## src/rtl/bfa_pkg.sv

```systemverilog
// Shared types and constants for the bitmap frame allocator.
`timescale 1ns / 1ps

package bfa_pkg;

  localparam int MAX_FRAMES = 4096;
  localparam int PAGE_BYTES = 4096;
  localparam int MAP_BYTES  = (MAX_FRAMES + 7) / 8;

  localparam int FRAME_W    = 12;
  localparam int LEN_W      = 13;
  localparam int ADDR_W     = 24;
  localparam int STATUS_W   = 2;
  localparam int BYTE_IDX_W = $clog2(MAP_BYTES);
  localparam int PAGE_SHIFT = $clog2(PAGE_BYTES);

  localparam logic [LEN_W-1:0]      PAGES_RESET  = LEN_W'(MAX_FRAMES);
  localparam logic [BYTE_IDX_W-1:0] LAST_MAP_IDX = BYTE_IDX_W'(MAP_BYTES - 1);
  localparam logic [7:0]            FULL_BYTE    = 8'hFF;

  localparam logic [STATUS_W-1:0] STATUS_OK    = 2'd0;
  localparam logic [STATUS_W-1:0] STATUS_OOM   = 2'd1;
  localparam logic [STATUS_W-1:0] STATUS_RANGE = 2'd2;

  localparam logic ACTION_ALLOC = 1'b0;
  localparam logic ACTION_MARK  = 1'b1;

  typedef struct packed {
    logic               action;
    logic [FRAME_W-1:0] start_frame;
    logic [LEN_W-1:0]   run_length;
  } in_item_t;

  typedef struct packed {
    logic [ADDR_W-1:0]   frame_address;
    logic [STATUS_W-1:0] status;
  } out_item_t;

  typedef enum logic [2:0] {
    S_CLEAR,
    S_IDLE,
    S_DECIDE,
    S_SCAN,
    S_MARK_INIT,
    S_MARK_RD,
    S_MARK_WR,
    S_DONE
  } ctrl_state_t;

  typedef struct packed {
    logic                clr_step;
    logic                req_load;
    logic                scan_start;
    logic                scan_step;
    logic                base_from_start;
    logic                mark_init;
    logic                mark_rd;
    logic                mark_wr;
    logic                res_set;
    logic [STATUS_W-1:0] res_code;
    logic                res_use_base;
    logic                out_load;
  } dp_cmd_t;

  typedef struct packed {
    logic clr_last;
    logic action;
    logic len_zero;
    logic mark_oob;
    logic alloc_none;
    logic scan_hit;
    logic scan_fail;
    logic mark_last;
    logic out_busy;
  } dp_stat_t;

endpackage

```

## src/rtl/bfa_ctrl.sv

```systemverilog
// Controller state machine of the bitmap frame allocator.
`timescale 1ns / 1ps

module bfa_ctrl (
  input  logic             clk,
  input  logic             rst_n,
  input  logic             in_valid,
  input  bfa_pkg::dp_stat_t stat,
  output logic             in_stall,
  output bfa_pkg::dp_cmd_t  cmd
);
  import bfa_pkg::*;

  ctrl_state_t state_r;
  ctrl_state_t state_nxt;

  always_ff @(posedge clk) begin
    if (!rst_n) begin
      state_r <= S_CLEAR;
    end else begin
      state_r <= state_nxt;
    end
  end

  always_comb begin
    state_nxt = state_r;
    unique case (state_r)
      S_CLEAR: begin
        if (stat.clr_last) state_nxt = S_IDLE;
      end
      S_IDLE: begin
        if (in_valid) state_nxt = S_DECIDE;
      end
      S_DECIDE: begin
        if (stat.action == ACTION_MARK) begin
          if (stat.mark_oob || stat.len_zero) state_nxt = S_DONE;
          else state_nxt = S_MARK_INIT;
        end else begin
          if (stat.alloc_none || stat.len_zero) state_nxt = S_DONE;
          else state_nxt = S_SCAN;
        end
      end
      S_SCAN: begin
        if (stat.scan_hit) state_nxt = S_MARK_INIT;
        else if (stat.scan_fail) state_nxt = S_DONE;
      end
      S_MARK_INIT: state_nxt = S_MARK_RD;
      S_MARK_RD:   state_nxt = S_MARK_WR;
      S_MARK_WR: begin
        if (stat.mark_last) state_nxt = S_DONE;
        else state_nxt = S_MARK_RD;
      end
      S_DONE: begin
        if (!stat.out_busy) state_nxt = S_IDLE;
      end
      default: state_nxt = S_CLEAR;
    endcase
  end

  always_comb begin
    cmd      = '0;
    in_stall = 1'b1;
    unique case (state_r)
      S_CLEAR: cmd.clr_step = 1'b1;
      S_IDLE: begin
        in_stall     = 1'b0;
        cmd.req_load = in_valid;
      end
      S_DECIDE: begin
        cmd.res_set = 1'b1;
        if (stat.action == ACTION_MARK) begin
          cmd.res_code        = stat.mark_oob ? STATUS_RANGE : STATUS_OK;
          cmd.base_from_start = 1'b1;
        end else begin
          cmd.res_code   = stat.alloc_none ? STATUS_OOM : STATUS_OK;
          cmd.scan_start = 1'b1;
        end
      end
      S_SCAN: begin
        cmd.scan_step = 1'b1;
        if (stat.scan_hit) begin
          cmd.res_set      = 1'b1;
          cmd.res_code     = STATUS_OK;
          cmd.res_use_base = 1'b1;
        end else if (stat.scan_fail) begin
          cmd.res_set  = 1'b1;
          cmd.res_code = STATUS_OOM;
        end
      end
      S_MARK_INIT: cmd.mark_init = 1'b1;
      S_MARK_RD:   cmd.mark_rd   = 1'b1;
      S_MARK_WR:   cmd.mark_wr   = 1'b1;
      S_DONE:      cmd.out_load  = !stat.out_busy;
      default: ;
    endcase
  end

endmodule

```

## src/rtl/bfa_datapath.sv

```systemverilog
// Datapath of the bitmap frame allocator: bitmap memory, scan and mark logic, result register.
`timescale 1ns / 1ps

module bfa_datapath (
  input  logic                     clk,
  input  logic                     rst_n,
  input  logic                     cfg_wr_en,
  input  logic [bfa_pkg::LEN_W-1:0] cfg_wr_data,
  input  bfa_pkg::in_item_t         in_data,
  input  logic                     out_stall,
  output logic                     out_valid,
  output bfa_pkg::out_item_t        out_data,
  input  bfa_pkg::dp_cmd_t          cmd,
  output bfa_pkg::dp_stat_t         stat
);
  import bfa_pkg::*;

  logic [7:0] map_mem [MAP_BYTES];
  logic [7:0] rdata_r;

  logic [LEN_W-1:0]      pages_r;
  logic [LEN_W-1:0]      limit;
  in_item_t              req_r;
  logic [BYTE_IDX_W-1:0] addr_r;
  logic [BYTE_IDX_W-1:0] daddr_r;
  logic                  dv_r;
  logic                  issue_done_r;
  logic [LEN_W-1:0]      cnt_r;
  logic [FRAME_W-1:0]    base_r;
  logic [STATUS_W-1:0]   res_code_r;
  logic                  res_use_base_r;
  logic                  out_valid_r;
  out_item_t             out_data_r;

  logic [BYTE_IDX_W-1:0] scan_last_byte;
  logic                  issue;
  logic [LEN_W-1:0]      cnt_v;
  logic                  hit_v;
  logic [FRAME_W-1:0]    base_v;
  logic [LEN_W-1:0]      mark_last_frame;
  logic [BYTE_IDX_W-1:0] mark_last_byte;
  logic [2:0]            lo_bit;
  logic [2:0]            hi_bit;
  logic [7:0]            mark_mask;
  logic                  wr_en;
  logic [7:0]            wr_data;
  logic                  rd_en;
  logic [LEN_W:0]        mark_end;

  // Page count saturates at the bitmap capacity.
  assign limit = (pages_r > PAGES_RESET) ? PAGES_RESET : pages_r;

  assign scan_last_byte = BYTE_IDX_W'((limit - LEN_W'(1)) >> 3);
  assign issue          = cmd.scan_step && !issue_done_r;

  always_comb begin
    logic [FRAME_W-1:0] frame_v;
    cnt_v  = cnt_r;
    hit_v  = 1'b0;
    base_v = '0;
    for (int b = 0; b < 8; b++) begin
      frame_v = {daddr_r, 3'(b)};
      if (!hit_v && ({1'b0, frame_v} < limit)) begin
        if (rdata_r[b]) begin
          cnt_v = '0;
        end else begin
          cnt_v = cnt_v + LEN_W'(1);
          if (cnt_v == req_r.run_length) begin
            hit_v  = 1'b1;
            base_v = FRAME_W'({1'b0, frame_v} + LEN_W'(1) - req_r.run_length);
          end
        end
      end
    end
  end

  assign mark_last_frame = {1'b0, base_r} + req_r.run_length - LEN_W'(1);
  assign mark_last_byte  = mark_last_frame[FRAME_W-1:3];
  assign lo_bit = (addr_r == base_r[FRAME_W-1:3]) ? base_r[2:0] : 3'd0;
  assign hi_bit = (addr_r == mark_last_byte) ? mark_last_frame[2:0] : 3'd7;

  always_comb begin
    for (int b = 0; b < 8; b++) begin
      mark_mask[b] = (3'(b) >= lo_bit) && (3'(b) <= hi_bit);
    end
  end

  assign wr_en   = cmd.clr_step || cmd.mark_wr;
  assign wr_data = cmd.clr_step ? 8'h00 : ((mark_mask == FULL_BYTE) ? FULL_BYTE
                                                                    : (rdata_r | mark_mask));
  assign rd_en   = issue || cmd.mark_rd;

  always_ff @(posedge clk) begin
    if (wr_en) map_mem[addr_r] <= wr_data;
    if (rd_en) rdata_r <= map_mem[addr_r];
  end

  assign mark_end = {1'b0, {1'b0, req_r.start_frame}} + {1'b0, req_r.run_length};

  always_ff @(posedge clk) begin
    if (!rst_n) begin
      pages_r        <= PAGES_RESET;
      addr_r         <= '0;
      dv_r           <= 1'b0;
      issue_done_r   <= 1'b0;
      out_valid_r    <= 1'b0;
    end else begin
      if (cfg_wr_en) pages_r <= cfg_wr_data;

      if (cmd.clr_step || cmd.mark_wr || issue) begin
        addr_r <= addr_r + BYTE_IDX_W'(1);
      end else if (cmd.scan_start) begin
        addr_r <= '0;
      end else if (cmd.mark_init) begin
        addr_r <= base_r[FRAME_W-1:3];
      end

      if (cmd.scan_start) begin
        dv_r         <= 1'b0;
        issue_done_r <= 1'b0;
      end else if (cmd.scan_step) begin
        dv_r <= issue;
        if (issue && addr_r == scan_last_byte) issue_done_r <= 1'b1;
      end

      if (cmd.out_load) out_valid_r <= 1'b1;
      else if (!out_stall) out_valid_r <= 1'b0;
    end
  end

  always_ff @(posedge clk) begin
    if (cmd.req_load) req_r <= in_data;
    if (cmd.scan_step) daddr_r <= addr_r;
    if (cmd.scan_start) cnt_r <= '0;
    else if (cmd.scan_step && dv_r) cnt_r <= cnt_v;
    if (cmd.base_from_start) base_r <= req_r.start_frame;
    else if (cmd.scan_step && dv_r && hit_v) base_r <= base_v;
    if (cmd.res_set) begin
      res_code_r     <= cmd.res_code;
      res_use_base_r <= cmd.res_use_base;
    end
    if (cmd.out_load) begin
      out_data_r.status        <= res_code_r;
      out_data_r.frame_address <= res_use_base_r ? (ADDR_W'(base_r) << PAGE_SHIFT) : '0;
    end
  end

  assign stat.clr_last   = (addr_r == LAST_MAP_IDX);
  assign stat.action     = req_r.action;
  assign stat.len_zero   = (req_r.run_length == '0);
  assign stat.mark_oob   = (mark_end > {1'b0, limit});
  assign stat.alloc_none = (limit == '0) || (req_r.run_length > limit);
  assign stat.scan_hit   = dv_r && hit_v;
  assign stat.scan_fail  = dv_r && !hit_v && (daddr_r == scan_last_byte);
  assign stat.mark_last  = (addr_r == mark_last_byte);
  assign stat.out_busy   = out_valid_r && out_stall;

  assign out_valid = out_valid_r;
  assign out_data  = out_data_r;

endmodule

```

## src/rtl/bitmap_frame_allocator_core.sv

```systemverilog
// Top level of the bitmap frame allocator: controller plus datapath.
`timescale 1ns / 1ps

// First-fit page frame allocator over a bitmap of 4096 frames, one bit per frame, held in a
// 512 x 8 memory. After reset the block runs a clearing pass, one bitmap byte per cycle,
// during which it stalls the input; configuration writes are taken at any time.
// One transaction is worked on at a time, and the input is stalled from the cycle after a
// transaction is accepted until the block is back in idle. A rejected or zero-length
// request goes from accept through decide straight to posting the result.
// An allocate transaction scans the bitmap one byte per cycle: after decide it reads each
// byte up to the page count in turn and checks the last byte read, and it stops as soon as
// a free run of the requested length is found. The run is then marked by a setup step plus
// a read-modify-write of each bitmap byte it touches, followed by posting the result. A mark
// transaction goes through accept, decide and mark setup, a read-modify-write of each byte
// touched and posting the result. The scan rate is set by the single read port of the bitmap
// memory. A finished result sits in an output register, so a stalled result channel only
// holds the block once the next result is ready. A frame_address is the frame index times
// the 4096-byte page size; status is 0 for success, 1 for out of memory and 2 for a mark
// range past the configured page count. The page count saturates at 4096 where it is used;
// the register keeps the value written.

module bitmap_frame_allocator_core (
  input  logic                      clk,
  input  logic                      rst_n,
  input  logic                      cfg_wr_en,
  input  logic [bfa_pkg::LEN_W-1:0] cfg_wr_data,
  input  logic                      in_valid,
  output logic                      in_stall,
  input  bfa_pkg::in_item_t         in_data,
  output logic                      out_valid,
  input  logic                      out_stall,
  output bfa_pkg::out_item_t        out_data
);
  import bfa_pkg::*;

  // Command and status bundles between the controller and the datapath.
  dp_cmd_t  cmd;
  dp_stat_t stat;

  // The controller sequences the clearing pass, the search and the marking loop.
  bfa_ctrl u_ctrl (
    .clk      (clk),
    .rst_n    (rst_n),
    .in_valid (in_valid),
    .stat     (stat),
    .in_stall (in_stall),
    .cmd      (cmd)
  );

  // The datapath owns the bitmap memory, the page count register and the result register.
  bfa_datapath u_datapath (
    .clk         (clk),
    .rst_n       (rst_n),
    .cfg_wr_en   (cfg_wr_en),
    .cfg_wr_data (cfg_wr_data),
    .in_data     (in_data),
    .out_stall   (out_stall),
    .out_valid   (out_valid),
    .out_data    (out_data),
    .cmd         (cmd),
    .stat        (stat)
  );

endmodule

```

## config.mk

```make
export PLATFORM = sky130hd
export DESIGN_NAME = bitmap_frame_allocator_core
export DESIGN_NICKNAME = d
export VERILOG_FILES = /design/src/rtl/bfa_pkg.sv /design/src/rtl/bfa_ctrl.sv /design/src/rtl/bfa_datapath.sv /design/src/rtl/bitmap_frame_allocator_core.sv
export SDC_FILE = /design/constraint.sdc
export NUM_CORES = 2
export LEC_CHECK = 0
export BUFFER_PORTS_ARGS = -buffer_cell sky130_fd_sc_hd__buf_2
export CORE_AREA = 3 3 571 573
export CTS_BUF_LIST = sky130_fd_sc_hd__clkbuf_4 sky130_fd_sc_hd__clkbuf_8
export DETAILED_ROUTE_END_ITERATION = 6
export DIE_AREA = 0 0 574 576
export PLACE_DENSITY = 0.66
export SETUP_SLACK_MARGIN = 0.1
export SLEW_MARGIN = 10
export SYNTH_ARGS = -nofsm -noshare
export SYNTH_HDL_FRONTEND = slang
export SYNTH_SLANG_ARGS = --single-unit
```

## constraint.sdc

```tcl
create_clock -name clk -period 26.1 [get_ports clk]
set_input_delay 1.305 -clock clk [delete_from_list [all_inputs] [get_ports clk]]
set_output_delay 1.305 -clock clk [all_outputs]
set_load 0.05 [all_outputs]
```

==> flow_summary.json <==
{
  "status": "finished, final reports clean",
  "cts.repair.resized": 0,
  "ys_types": 122,
  "multi_input_area_sq_um": 48080,
  "peakVddDrop_uv": 171.1,
  "cp_slowest_cell": "o21ai_1",
  "gr-total-overflow": 0,
  "period_minus_slack_ps": 18770,
  "area_growth_pct": 10.37,
  "drc": 0,
  "vias": 95420,
  "grtUsageTotal": 0.2959,
  "required_ps": 26840,
  "cts_tree": "yes",
  "cts-root-buf": "clkbuf_8",
  "num_rows": 208,
  "startpoint_type": "register",
  "fill_cells": 22900,
  "crit_path_frequent_cell": "nand2_1",
  "synthFlopType": "edfxtp_1",
  "regArea_sq_um": 126000,
  "die_h_um": 576,
  "gp_congestion": 0.9393,
  "tns_ps": 0,
  "synth-edff-count": 4168,
  "dieArea_sq_um": 330600,
  "min_path_type": "input port to register",
  "synth_cells": 9160,
  "ctsHtreeMaxLevel": 6,
  "grt_pass1_wl_mm": 705.2,
  "slew_viol_final": 0,
  "die_w_um": 574,
  "avgSynthCellArea_sq_um": 19.27,
  "final_hold_viol_count": 0,
  "wl_per_cell_um": 34.10,
  "crit_arrival_ps": 19510,
  "fin_nets": 9703,
  "min_to": "u_datapath.req_r[15]",
  "r2r-start": "u_datapath.pages_r[12]",
  "start_util": 0.5496,
  "core_area_sq_um": 321100,
  "first_pass_iters": 6,
  "fin_skew_ps": 92.18,
  "port_buffers": 59,
  "min_from": "in_data[15]",
  "cts_sinks": 4209,
  "drive_gt1_frac": 0.2708,
  "worstRegToRegCells": 53,
  "max_stage_delay_ps": 830,
  "maxCapViolations": 0,
  "clk_path_buf_depth": 4,
  "rr_endpoint": "u_datapath.base_r[8]",
  "antenna_found_initial": 22,
  "setup_viol": 0,
  "grt_pass1_vias": 95300,
  "numCtsBuffers": 663,
  "end_kind": "register",
  "dp_hpwl_mm": 301.0,
  "p_leak_nw": 60.23,
  "power.density_nw_per_um2": 111.2,
  "vias_per_cell": 6.649,
  "worstSetupPathType": "register to register",
  "wl_mm": 489.4,
  "netlist_area_sq_um": 176500,
  "yosysWarnings": 0,
  "synthArstFlopShare": 0,
  "hold_buffers": 0,
  "grt_max_degree": 236,
  "cts_setup_buffers": 0,
  "clk_pin_slew_worst_paths_ps": 60,
  "fmax_mhz": 53.29,
  "ys_ff_latch": 4209,
  "rsz0062_at_grt": "no",
  "drt-initial-drc-count": 12340,
  "insertion_delay_ps": 1200,
  "period_share": 0.7190,
  "min_path_cells": 1,
  "ys_seq_area_frac": 0.7138,
  "postRouteAntennaNets": 0,
  "io_pins": 72,
  "slew-limit-headroom": 0.06976,
  "ff2ff_setup_slack_ps": 7330,
  "p_total_mw": 21.67,
  "tightest_slew_ps": 1395,
  "critical_path_peak_fanout": 18
}
## cell usage in the layout, fill, tap and decap left out, drive strengths merged, types with 41 or more instances in the layout
cell type,n
clkbuf,883
ha,108
nand3,126
nand2,258
and3,44
edfxtp,4168
o21ai,170
clkinv,243
mux4,1312
nor3,113
inv,153
dfxtp,41
mux2i,58
nand4,70
a21oi,194
nor4,53
a211oi,44
nor2,757
xnor2,167
buf,270
a31oi,46
## flip-flops by register name (all words and copies together) (netlist names)
signal	cells
u_datapath.map_mem	4096
u_datapath.req_r	25
u_datapath.out_data	14
u_datapath.cnt_r	13
u_datapath.pages_r	13
u_datapath.base_r	12
u_datapath.addr_r	9
u_datapath.daddr_r	9
u_datapath.rdata_r	8
u_ctrl.state_r	3
u_datapath.res_code_r	2
u_datapath.dv_r	1
u_datapath.issue_done_r	1
u_datapath.out_valid	1
u_datapath.res_use_base_r	1
u_datapath.stat	1
## stage by stage
stage | instances | setup WS [ps] | cell area (sq um) | util | hold WS (ps)
3_5_place_dp | 13180 | 7816 | 182000 | 0.5668 | 483.5
5_1_grt | 14350 | 6195 | 194800 | 0.6066 | 289.0
2_1_floorplan | 9171 | 3632 | 176500 | - | 400.3
4_1_cts | 14350 | 7727 | 194800 | 0.6066 | 227.3
6_report | 14350 | 7334 | 194800 | 0.6066 | 343.0
3_3_place_gp | 13180 | 8082 | 182000 | 0.5668 | 473.3
## how the worst max path moves through the flow
stage	from	end	slack (ps)	depth (start not counted)
after floorplan	u_datapath.addr_r[0]	u_datapath.map_mem[0][7]	3630	12
after global placement	u_datapath.pages_r[12]	u_datapath.base_r[10]	8080	53
after detailed placement	u_datapath.pages_r[12]	u_datapath.base_r[10]	7820	53
after CTS	u_datapath.pages_r[12]	u_datapath.base_r[8]	7730	53
after global routing	u_datapath.pages_r[12]	u_datapath.base_r[8]	6190	53
final	u_datapath.pages_r[12]	u_datapath.base_r[8]	7330	53
## worst max-delay path, delay by kind of cell, from the launching register on
family | cells | cell delay (ps)
fa+ha+maj | 5 | 1560
xor+xnor | 2 | 410
buf+inv | 4 | 890
flops | 1 | 760
simple gates | 24 | 8500
compound gates | 17 | 5850
mux | 1 | 360
## area by class of cell
type                       count  area share
antenna                        6  0.00007707
clock buffer                 883     0.05580
clock inverter               281    0.009705
inverter                     138    0.002672
multi-input combinational   4259      0.2468
sequential                  4209      0.6468
tap                         4305     0.02765
timing repair buffer         270     0.01048
## kinds of logic (layout without fill, tap and decap cells)
group / Yosys count / in the layout / share of synthesized area
flip-flops: 4209 / 4209 / 0.7138
AND/OR/NAND/NOR: 1677 / 1677 / 0.04539
AO/OA/AOI/OAI: 861 / 861 / 0.03423
buffers and inverters: 703 / 1572 / 0.01552
multiplexers: 1380 / 1380 / 0.1714
other: 1 / 18 / 0.00002125
adder cells (fa/ha/maj): 118 / 118 / 0.008790
XOR/XNOR: 211 / 211 / 0.01086
## layer usage
metal  global-route usage  share of wire  routed length (um)
met1               0.4322           0.40              196900
met2               0.4465           0.46              227100
met3              0.06680          0.096               46980
met4               0.1029          0.037               18330
met5                    0        0.00014                  70
## synthesized netlist by cell type (22+ instances only)
master       n  share of area
and3_1      44         0.0016
a31oi_1     45         0.0016
nand4_1     69         0.0024
nor3_1     110         0.0031
nand2_1    256         0.0054
dfxtp_1     41         0.0047
mux2i_1     57         0.0032
xnor2_1    167         0.0083
a21oi_1    192         0.0054
mux4_2    1312           0.17
a22oi_1     22        0.00094
a211oi_1    41         0.0017
nor4_1      47         0.0017
xor2_1      39         0.0019
and2_1      38         0.0013
o21ai_0    149         0.0042
o211ai_1    24         0.0010
nand2b_1    29         0.0010
edfxtp_1  4168           0.71
inv_1      125         0.0027
a21o_1      38         0.0016
or3_1       34         0.0012
clkbuf_1   403         0.0086
nor2b_1     36         0.0013
nand3_1    125         0.0035
ha_1       108         0.0077
buf_1      122         0.0026
nor2_1     753          0.016
## power by group
part	total [mW]	switching [mW]	internal, mW
Combinational	6.75	4.64	2.10
Sequential	9.49	0.0982	9.39
Clock	5.43	2.58	2.85
Power figures use the tool's default switching activity.
